`src/gbm_div.sv`:
```
// Restoring divider: quo = num / den, one quotient bit per cycle
module gbm_div (
  input  logic        clk,
  input  logic        rst,
  input  logic        start,
  input  logic [51:0] num,
  input  logic [12:0] den,
  output logic        done,
  output logic [51:0] quo
);
  logic [5:0]  cnt;
  logic        busy;
  logic [13:0] rem;
  logic [51:0] q;
  logic [13:0] trial;
  logic [13:0] diff;

  assign trial = {rem[12:0], q[51]};
  assign diff = trial - {1'b0, den};
  assign quo = q;

  always_ff @(posedge clk) begin
    if (rst) begin
      busy <= 1'b0;
      done <= 1'b0;
      cnt <= '0;
    end else begin
      done <= 1'b0;
      if (start) begin
        busy <= 1'b1;
        cnt <= 6'd0;
        q <= num;
        rem <= '0;
      end else if (busy) begin
        // shift in next bit, subtract when it fits
        if (!diff[13]) begin
          rem <= diff;
          q <= {q[50:0], 1'b1};
        end else begin
          rem <= trial;
          q <= {q[50:0], 1'b0};
        end
        cnt <= cnt + 6'd1;
        if (cnt == 6'd51) begin
          busy <= 1'b0;
          done <= 1'b1;
        end
      end
    end
  end
endmodule

```
`config.mk`:
```
export PLATFORM = sky130hd
export DESIGN_NAME = gbm_div
export DESIGN_NICKNAME = d
export VERILOG_FILES = /design/src/gbm_div.sv
export SDC_FILE = /design/constraint.sdc
export NUM_CORES = 1
export LEC_CHECK = 0
export BUFFER_PORTS_ARGS = -buffer_cell sky130_fd_sc_hd__buf_2
export CAP_MARGIN = 20
export CORE_MARGIN = 8
export CORE_UTILIZATION = 56
export CTS_CLUSTER_DIAMETER = 150
export CTS_CLUSTER_SIZE = 20
export DETAILED_ROUTE_END_ITERATION = 12
export PLACE_DENSITY = 0.95
export SYNTH_ARGS = -nofsm -noshare
export SYNTH_HDL_FRONTEND = slang
export SYNTH_SLANG_ARGS = --single-unit
```
`constraint.sdc`:
```
create_clock -name clk -period 9.49 [get_ports clk]
set_clock_uncertainty 0.05 [all_clocks]
set_input_delay 2.847 -clock clk [delete_from_list [all_inputs] [get_ports clk]]
set_output_delay 2.847 -clock clk [all_outputs]
set_load 0.01 [all_outputs]
```
---- Word-level counts from Yosys, hierarchy flattened ----
Cells that the tools add are included.
storage, ports and cells
  bits in registers ....................... 73
  bits of input ports ..................... 68
  output and inout port bits .............. 53
operators by class
  $add $sub $neg .......................... 2
  equal/unequal tests ..................... 1
  muxes and demuxes ....................... 9
  bitwise logic cells ..................... 2
  reductions and logical operators ........ 4
operator list
  kind                 number
  $mux 52              2
  $mux 13              2
  $sub 14x13->14       1
  $add 6x1->6 const B  1
  $eq 6x6->1 const B   1
  $mux 1               5
  $reduce_or 3->1      1
  $not 1->1            2
  $reduce_and 2->1     1
  $reduce_bool 2->1    1
  $reduce_or 2->1      1

---- Depth between registers and ports, before layout ----
Gate-level depths: netlist of run 1.
  word-level depth ........................ 4
  mapped depth ............................ 9
  gate-level depth less buffers ........... 9

---- Worst setup path before layout of run 1 ----
OpenSTA, ideal clock, no wires.
  path type ............................... input to register
  start ................................... input start
  end ..................................... register q[0], in the netlist quo[0] (enable)
  setup time .............................. 512 ps
  data arrival time ....................... 6,533 ps
  required time ........................... 8,928 ps
  setup slack ............................. 2,395 ps
  stages on the path ...................... 3
  path buffers ............................ 1
  cells stage by stage .................... clkbuf_1 -> clkinv_1 -> a21oi_1
on the way
  longest elaborated chain between the ends .. 2
ends and longest elaborated chain
  what                                line  source
  from (decl)                         5     input logic start,
  $reduce_bool 2->1 (no source line)  -
  $reduce_and 2->1 (no source line)   -
  to (signal assigned)                32    q <= num;
  to (signal assigned)                38    q <= {q[50:0], 1'b1};
  to (signal assigned)                41    q <= {q[50:0], 1'b0};
  to (decl)                           14    logic [51:0] q;
Every way passes these cells.
A chain may end at the register's enable or synchronous reset.

---- Final worst setup path of run 1 ----
  start ................................... input start
  end ..................................... register q[24], in the netlist quo[24] (enable)
Same word-level chain as after synthesis.

==> results of run 1 <==
## power by group
group / total (mW) / internal, mW / switching (mW)
clock: 0.285 / 0.172 / 0.112
combinational: 0.197 / 0.0873 / 0.110
sequential: 0.398 / 0.383 / 0.0148
total: 0.880 / 0.642 / 0.237
## cell families after synthesis
group,synth area share
muxes,0.161
adders and majority gates,0.0496
AOI/OAI and AO/OA,0.109
DFF,0.537
xor gates and xnor gates,0.0200
buffers and inverters,0.0305
and+or+nand+nor,0.0932
## worst min-delay path, cell delays in order, from the launching register on
cell	delay [ns]
dfxtp_1	0.33
o21ai_0	0.09
a21oi_1	0.07
## sequential cells by signal, summed over array words and instances, names as in the netlist
name	cells
quo	52
cnt	6
busy	1
rem	13
done	1
## worst paths after layout
| check | startpoint | to | cells past startpoint |
|---|---|---|---|
| setup / recovery | start | quo[24] | 5 |
| hold / removal | cnt[5] | cnt[5] | 2 |
| setup reg to reg | rem[7] | rem[5] | 6 |
| hold reg to reg | cnt[5] | cnt[5] | 2 |
## layout make-up
class | count | area share
Clock inverter | 6 | 0.0222
Tap cell | 96 | 0.0247
Sequential cell | 73 | 0.435
Multi-Input combinational cell | 203 | 0.353
Clock buffer | 9 | 0.0255
Inverter | 17 | 0.0131
Timing Repair Buffer | 122 | 0.127
## cells in the mapped netlist (3+ instances only)
cell type / instances
nand3_1: 7
mux2i_1: 6
a21o_1: 5
xor2_1: 4
nand4_1: 11
inv_1: 16
nand2_1: 11
o21ai_0: 7
o21a_1: 3
xnor2_1: 5
a21oi_1: 11
mux2_2: 51
nand2b_1: 4
nor2b_1: 6
or3_1: 3
nor2_1: 15
dfxtp_1: 8
edfxtp_1: 65
ha_1: 14
o31ai_1: 8
clkbuf_1: 12
## metal layers
layer  share of wire  track usage  vias up
li1                -            -     1413
met1            0.35        0.199     1475
met2            0.54        0.364      132
met3           0.073       0.0747       26
met4           0.034       0.0966        0
met5               0            0        -
## metrics by stage
stage / hold WS, ns / area, µm² / cells
after floorplan: 0.408 / 3940 / 306
after global placement: 0.423 / 4630 / 511
after CTS: 0.491 / 4860 / 526
final: 0.495 / 4860 / 526
after detailed placement: 0.436 / 4630 / 511
after global routing: 0.512 / 4860 / 526
==> run_results.csv, run 1 <==
group,metric,value,unit
status,status,"finished clean",
clock_tree,cts_tree,"built",
global_route,grt_max_degree,72,
clock_tree,cts_resized,0,
critical_path,crit_family,"buffers and inverters",
sta,report.final.slew_viol_count,0,
critical_path,path_max_fanout,71,
floorplan,core,6790,µm²
critical_path,cpMostUsedCell,"buf_4",
global_route,grt_use_total,0.202,
yosys,synth.area.top_cells,"edfxtp_1 50%, mux2_2 15%, ha_1 4.5%, dfxtp_1 4.1%, nand4_1 1.7%",
floorplan,ios,121,
drt,drtIter0Drc,163,
finish,multi_input_area,1710,µm²
critical_path,startpoint_type,"primary input",
drt,num_vias,3046,
critical_path,worst-path-buf-inv,4,
clock_tree,cts_root_buf,"clkbuf_8",
yosys,synth-warning-count,0,
clock_tree,hold_buffers,0,
floorplan,dieHeight,99.8,µm
clock_tree,clk_latency,0.34,ns
drt,wl_per_cell,19.3,µm
pwr,ir_drop,0.146,mV
pwr,power_density,181,nW/µm²
placement,gp_congestion,0.938,
critical_path,r2r_setup_slack,6.64,ns
finish,diodes,0,
yosys,synth_top_area_share,0.496,
floorplan,row_count,30,
finish,syn_to_final_growth,23.4,%
flow_run,drv_cap,0,
finish,final_common_cell,"buf_2",
yosys,syn_area,3940,µm²
clock_tree,cts.sinks,73,
yosys,synth_edf_count,65,
yosys,synth-seq-cells,73,
placement,port_buffers,120,
clock_tree,cts_setup_buffers,0,
yosys,synth_top_area_cell,"edfxtp_1",
placement,pre_cts_ws,4.03,ns
sta,fin_crit_sh,0.543,
yosys,synth_ff_type,"edfxtp_1",
floorplan,dieArea,9970,µm²
floorplan,dieWidth,99.8,µm
drt,ant_nets,0,
critical_path,critPathArrivalTime,5.08,ns
worst_hold_path,hold_class,"flip-flop to flip-flop",
sta,rsz0062_at_grt,"false",
global_route,antenna_found_initial,0,
drt,drc_errors,0,
finish,drive_above_1_share,0.477,
pwr,p_leak,2.01,nW
drt,wl,10100,µm
clock_tree,clk_pin_slew_worst_paths,0.07,ns
global_route,grt_pass1_vias,3207,
sta,fmax,194,MHz
sta,fin_crit,5.16,ns
critical_path,crit_slowest_cell,"buf_4",
global_route,grt_pass1_wl,15600,µm
global_route,gr-total-overflow,0,
critical_path,path_cells,"buf_2, buf_4, clkinv_1, a21oi_4, buf_4",
yosys,async_reset_ff_frac,0,
placement,hpwl,7300,µm
sta,relSlewSlack,0.419,
clock_tree,ctsLongestPathBuffers,2,
finish,seq_area,2110,µm²
finish,fillers,463,
sta,finalHoldViolCount,0,
yosys,yosysUniqueCellTypes,50,
critical_path,critPathKind,"primary input to flip-flop",
finish,post-route-util,0.715,
clock_tree,ctsHtreeMaxLevel,3,
pwr,finalPower,0.880,mW
critical_path,required,9.41,ns
clock_tree,numCtsBuffers,9,
yosys,avgSynthCellArea,12.9,µm²
drt,via_per_inst,5.79,
yosys,yosysSeqAreaShare,0.537,
yosys,netlist_instances,306,
critical_path,cp-end-kind,"flip-flop",
sta,fin_tns_setup,0,ns
critical_path,slowest_delay,0.66,ns
yosys,syn_nets,389,
finish,fin_nets,509,
drt,drt-pass1-iter-count,4,
sta,worst_pin_slew,0.867,ns
floorplan,start_util,0.579,
sta,worst_slack,4.33,ns
sta,setup_viol,0,
finish,final_cell_mix,"120 x buf_2, 65 x edfxtp_1, 51 x mux2_2",
Note: power is estimated with default switching activity, not from simulation.
==> run 2, diff against run 1 <==
--- a/config.mk
+++ b/config.mk
@@ -5,14 +5,15 @@
 export SDC_FILE = /design/constraint.sdc
 export NUM_CORES = 1
 export LEC_CHECK = 0
+export ABC_AREA = 1
 export BUFFER_PORTS_ARGS = -buffer_cell sky130_fd_sc_hd__buf_2
 export CAP_MARGIN = 20
 export CORE_MARGIN = 8
-export CORE_UTILIZATION = 56
+export CORE_UTILIZATION = 52
 export CTS_CLUSTER_DIAMETER = 150
 export CTS_CLUSTER_SIZE = 20
 export DETAILED_ROUTE_END_ITERATION = 12
-export PLACE_DENSITY = 0.95
+export PLACE_DENSITY = 0.9
 export SYNTH_ARGS = -nofsm -noshare
 export SYNTH_HDL_FRONTEND = slang
 export SYNTH_SLANG_ARGS = --single-unit
==> constraint.sdc (replaced) <==
create_clock -name clk -period 5.2 [get_ports clk]
set_clock_uncertainty 0.05 [all_clocks]
set_input_delay 1.56 -clock clk [delete_from_list [all_inputs] [get_ports clk]]
set_output_delay 1.56 -clock clk [all_outputs]
set_load 0.01 [all_outputs]
==> run_results.csv, run 2 <==
group,metric,value,unit
yosys,yosysUniqueCellTypes,33,
yosys,syn_area,3990,µm²
placement,dp.cells,698,
global_route,grt_pass1_wl,16600,µm
finish,final_cells,714,
clock_tree,clk_latency,0.34,ns
floorplan,dieWidth,104,µm
pwr,p_leak,2.49,nW
worst_hold_path,hold_class,"flip-flop to flip-flop",
yosys,avgSynthCellArea,8.17,µm²
finish,seq_area,2110,µm²
clock_tree,clk_pin_slew_worst_paths,0.08,ns
global_route,gr-total-overflow,0,
sta,fin_crit_sh,0.594,
critical_path,cp-end-kind,"flip-flop",
yosys,yosysSeqAreaShare,0.530,
sta,fmax,324,MHz
yosys,synth_top_area_cell,"edfxtp_1",
sta,finalHoldViolCount,0,
clock_tree,cts_setup_buffers,0,
placement,port_buffers,120,
clock_tree,cts_root_buf,"clkbuf_8",
finish,fillers,619,
sta,setup_viol,0,
drt,drtIter0Drc,196,
sta,report.final.slew_viol_count,0,
yosys,yosysMostFrequentCell,"nand2_1",
drt,wl,9940,µm
critical_path,startpoint_type,"primary input",
clock_tree,ctsHtreeMaxLevel,3,
yosys,synth_edf_count,65,
finish,syn_to_final_growth,22.4,%
critical_path,r2r_setup_slack,3.03,ns
critical_path,critPathArrivalTime,3.13,ns
finish,fin_nets,690,
placement,pre_cts_ws,1.80,ns
clock_tree,ctsLongestPathBuffers,2,
drt,drt-pass1-iter-count,5,
clock_tree,cts_resized,0,
floorplan,dieHeight,104,µm
global_route,grt_pass1_vias,3651,
yosys,syn_nets,571,
yosys,async_reset_ff_frac,0,
placement,hpwl,7600,µm
yosys,synth_ff_type,"edfxtp_1",
yosys,ys_top_cells_by_count,"233 x nand2_1, 65 x edfxtp_1, 45 x inv_1",
drt,ant_nets,0,
drt,num_vias,3506,
clock_tree,hold_buffers,0,
drt,wl_per_cell,13.9,µm
yosys,synth_top_area_share,0.490,
floorplan,start_util,0.527,
floorplan,ios,121,
global_route,grt_use_total,0.186,
critical_path,required,5.24,ns
clock_tree,cts_tree,"built",
global_route,antenna_found_initial,0,
sta,worst_pin_slew,0.836,ns
sta,relSlewSlack,0.443,
finish,largest_register_ffs,52,
critical_path,path_max_fanout,17,
sta,fin_tns_setup,0,ns
global_route,grt_max_degree,67,
pwr,power_density,302,nW/µm²
flow_run,drv_cap,0,
finish,drive_above_1_share,0.248,
yosys,synth-seq-cells,73,
sta,rsz0062_at_grt,"false",
drt,drc_errors,0,
clock_tree,numCtsBuffers,9,
clock_tree,cts.sinks,73,
floorplan,dieArea,10700,µm²
yosys,netlist_instances,488,
floorplan,core,7570,µm²
sta,worst_slack,2.11,ns
finish,multi_input_area,1640,µm²
drt,via_per_inst,4.91,
finish,final_common_cell,"nand2_1",
placement,gp_congestion,0.851,
finish,post-route-util,0.645,
finish,final_cell_mix,"233 x nand2_1, 120 x buf_2, 65 x edfxtp_1",
finish,diodes,0,
floorplan,row_count,32,
status,status,"finished clean",
yosys,synth-warning-count,0,
sta,fin_crit,3.09,ns
critical_path,critPathKind,"primary input to flip-flop",
pwr,ir_drop,0.203,mV
yosys,synth.area.top_cells,"edfxtp_1 49%, nand2_1 22%, ha_1 4.4%, inv_1 4.2%, dfxtp_1 4.0%",
-- run 2: cell count changes after synthesis, moves of 5 or more --
| cell | delta |
|---|---|
| nor2b_1 | -6 |
| nand2_1 | +222 |
| mux2i_1 | -6 |
| o31ai_1 | -8 |
| inv_1 | +29 |
| nor2_1 | +27 |
| a21o_1 | -5 |
| o21ai_0 | -6 |
| mux2_2 | -51 |
| nand4_1 | -7 |
-- run 2: final timing paths --
path | cells after the start | end | from
min | 2 | cnt[1] | cnt[1]
min reg2reg | 2 | cnt[1] | cnt[1]
max reg2reg | 11 | rem[12] | rem[6]
max | 13 | rem[12] | den[7]
-- run 2: cells by family after synthesis --
family	Yosys count	share of synthesized area
fa+ha+maj	15	0.0490
buf+inv	63	0.0612
simple gates	311	0.317
flops	73	0.530
xor+xnor	7	0.0154
compound gates	19	0.0273
-- run 2: critical path, stage by stage --
cell,delay (ns)
buf_2,0.07
inv_1,0.04
ha_1,0.37
nand2_2,0.13
inv_1,0.05
nand2_1,0.06
nand2_1,0.08
a21oi_2,0.23
nand3_2,0.12
nand2_4,0.19
nand2_1,0.11
nand2_1,0.08
nor2_1,0.05
-- run 2: per-layer routing --
metal,global-route usage,share of wire,vias to the layer above
met5,0,0,-
met2,0.298,0.47,144
met1,0.220,0.43,1563
met4,0.0672,0.016,0
met3,0.0743,0.085,15
li1,-,-,1784
-- run 2: final cells by class --
| class | instances | share of cell area |
|---|---|---|
| inverters | 48 | 0.0369 |
| repair buffers | 123 | 0.128 |
| well taps | 102 | 0.0262 |
| multi-input cells | 352 | 0.336 |
| clock buffers | 11 | 0.0269 |
| clock inverters | 5 | 0.0133 |
| flip-flops and latches | 73 | 0.433 |
-- run 2: report_power, final --
group          internal, mW  switching [mW]
clock network         0.226           0.212
registers             0.694          0.0250
logic                 0.118           0.197
-- run 2: stage by stage --
step / power (mW) / hold slack [ns] / cell area, µm²
6_report: 1.47 / 0.439 / 4880
5_1_grt: 1.56 / 0.468 / 4880
4_1_cts: 1.48 / 0.447 / 4880
3_5_place_dp: 1.05 / 0.434 / 4680
3_3_place_gp: 1.03 / 0.421 / 4680
2_1_floorplan: 0.940 / 0.407 / 3990
==> run 3, diff against run 2 <==
==> constraint.sdc (replaced) <==
create_clock -name clk -period 3.2 [get_ports clk]
set_clock_uncertainty 0.05 [all_clocks]
set_input_delay 0.96 -clock clk [delete_from_list [all_inputs] [get_ports clk]]
set_output_delay 0.96 -clock clk [all_outputs]
set_load 0.01 [all_outputs]
==> run_results.csv, run 3 (synthesis results as in run 2) <==
group,metric,value,unit
status,status,"finished clean",
drt,drtIter0Drc,196,
finish,multi_input_area,1640,µm²
critical_path,r2r_setup_slack,1.09,ns
pwr,switching_share,0.285,
floorplan,row_count,32,
sta,fin_tns_setup,0,ns
finish,final_cell_mix,"233 x nand2_1, 120 x buf_2, 65 x edfxtp_1",
floorplan,ios,121,
sta,fin_crit,2.43,ns
global_route,grt_use_total,0.187,
pwr,pwr-share-seq,0.476,
clock_tree,numCtsBuffers,9,
drt,drt-pass1-iter-count,4,
drt,wl_per_cell,13.9,µm
sta,fmax,411,MHz
placement,gp_congestion,0.856,
global_route,grt_busiest_layer,"met2",
finish,seq_area,2110,µm²
clock_tree,clk_pin_slew_worst_paths,0.08,ns
global_route,met1_usage,0.215,
pwr,p_leak,2.51,nW
finish,final_common_cell,"nand2_1",
sta,fin_crit_sh,0.760,
clock_tree,cts_resized,0,
critical_path,critPathKind,"primary input to flip-flop",
finish,largest_register_ffs,52,
critical_path,worst-path-buf-inv,3,
critical_path,crit_family,"simple AND/OR/NAND/NOR gates",
global_route,use_met3,0.0719,
critical_path,required,3.25,ns
critical_path,cp-end-kind,"flip-flop",
worst_hold_path,holdPathEnd,"cnt[1]",
pwr,power_density,500,nW/µm²
clock_tree,ctsLongestPathBuffers,2,
critical_path,startpoint_type,"primary input",
global_route,antenna_found_initial,0,
critical_path,r2r_start,"quo[51]",
critical_path,critPathArrivalTime,2.49,ns
floorplan,dieHeight,104,µm
critical_path,worstRegToRegCells,8,
worst_hold_path,hold_path_startpoint,"cnt[1]",
floorplan,dieWidth,104,µm
critical_path,path_cells,"buf_2, inv_1, ha_1, nand2_2, inv_1, nand2_1, nand2_1, a21oi_2, nand3_1, nand2_2, nand2_1, nand2_1, nor2_1",
pwr,combinationalPowerShare,0.208,
critical_path,path_max_fanout,10,
clock_tree,cts_setup_buffers,0,
drt,num_vias,3469,
pwr,pwr-share-clk,0.315,
drt,wl,9960,µm
critical_path,cpMostUsedCell,"nand2_1",
finish,fin_nets,691,
global_route,use_met2,0.303,
pwr,p_switching,0.697,mW
worst_hold_path,hold_class,"flip-flop to flip-flop",
finish,fillers,658,
drt,ant_nets,0,
critical_path,timing.rr.end,"rem[8]",
drt,drc_errors,0,
clock_tree,hold_buffers,0,
global_route,grt_pass1_vias,3611,
sta,worst_pin_slew,0.631,ns
placement,hpwl,7690,µm
clock_tree,ctsHtreeMaxLevel,3,
critical_path,crit_slowest_cell,"ha_1",
pwr,intPower,1.75,mW
floorplan,start_util,0.527,
global_route,grt_max_degree,66,
global_route,gr-total-overflow,0,
drt,via_per_inst,4.85,
finish,drive_above_1_share,0.248,
clock_tree,cts.sinks,73,
critical_path,crit_start,"den[7]",
global_route,grt_pass1_wl,16500,µm
sta,finalHoldViolCount,0,
critical_path,slowest_delay,0.36,ns
finish,diodes,0,
clock_tree,cts_tree,"built",
sta,setup_viol,0,
sta,relSlewSlack,0.579,
clock_tree,cts_root_buf,"clkbuf_8",
sta,rsz0062_at_grt,"false",
sta,report.final.slew_viol_count,0,
clock_tree,clk_latency,0.34,ns
pwr,ir_drop,0.286,mV
flow_run,drv_cap,0,
placement,port_buffers,120,
finish,syn_to_final_growth,23.0,%
sta,hold_ws,0.443,ns
floorplan,core,7570,µm²
worst_hold_path,holdPathStages,2,
floorplan,dieArea,10700,µm²
==> run 3: metrics by stage <==
stage / setup WS, ns / util / total power, mW / instance area (µm²) / cells
6_report: 0.769 / 0.647 / 2.45 / 4900 / 715
5_1_grt: 0.637 / 0.647 / 2.57 / 4900 / 715
4_1_cts: 0.790 / 0.647 / 2.46 / 4900 / 715
3_5_place_dp: 0.427 / 0.620 / 1.70 / 4690 / 699
3_3_place_gp: 0.467 / 0.620 / 1.68 / 4690 / 699
2_1_floorplan: 0.269 / - / 1.53 / 4000 / 488
==> run 3: power by group through the flow <==
stage	sequential [mW]	combinational, mW	clock [mW]
4_1_cts	1.17	0.516	0.777
6_report	1.17	0.510	0.771
5_1_grt	1.17	0.583	0.817
3_3_place_gp	1.18	0.494	0
2_1_floorplan	1.20	0.328	0
3_5_place_dp	1.19	0.514	0
==> run 3: layout make-up <==
class	count	share of cell area
flip-flops and latches	73	0.431
multi-input cells	352	0.335
repair buffers	124	0.129
inverters	48	0.0368
well taps	102	0.0260
clock buffers	9	0.0253
clock inverters	7	0.0174
==> run 3: worst max-delay path by stage <==
stage	to	slack [ns]	cells past startpoint
2_1_floorplan	quo[0]	0.27	3
3_3_place_gp	rem[5]	0.47	13
3_5_place_dp	rem[9]	0.43	13
4_1_cts	rem[9]	0.79	13
5_1_grt	rem[7]	0.64	13
6_report	rem[9]	0.77	13
==> run 3: worst register-to-register path, delay by kind of cell, from the launching register on <==
family	cells	cell delay, ns
adder cells (fa/ha/maj)	2	0.65
AO/OA/AOI/OAI	2	0.43
flip-flops	1	0.39
XOR/XNOR	1	0.14
AND/OR/NAND/NOR	2	0.14
buffers and inverters	1	0.06
==> run 3: routing by layer <==
metal | vias to the layer above | wire length, µm
met4 | 0 | 159
met3 | 13 | 931
met1 | 1551 | 4300
met2 | 124 | 4570
met5 | - | 0
li1 | 1781 | -
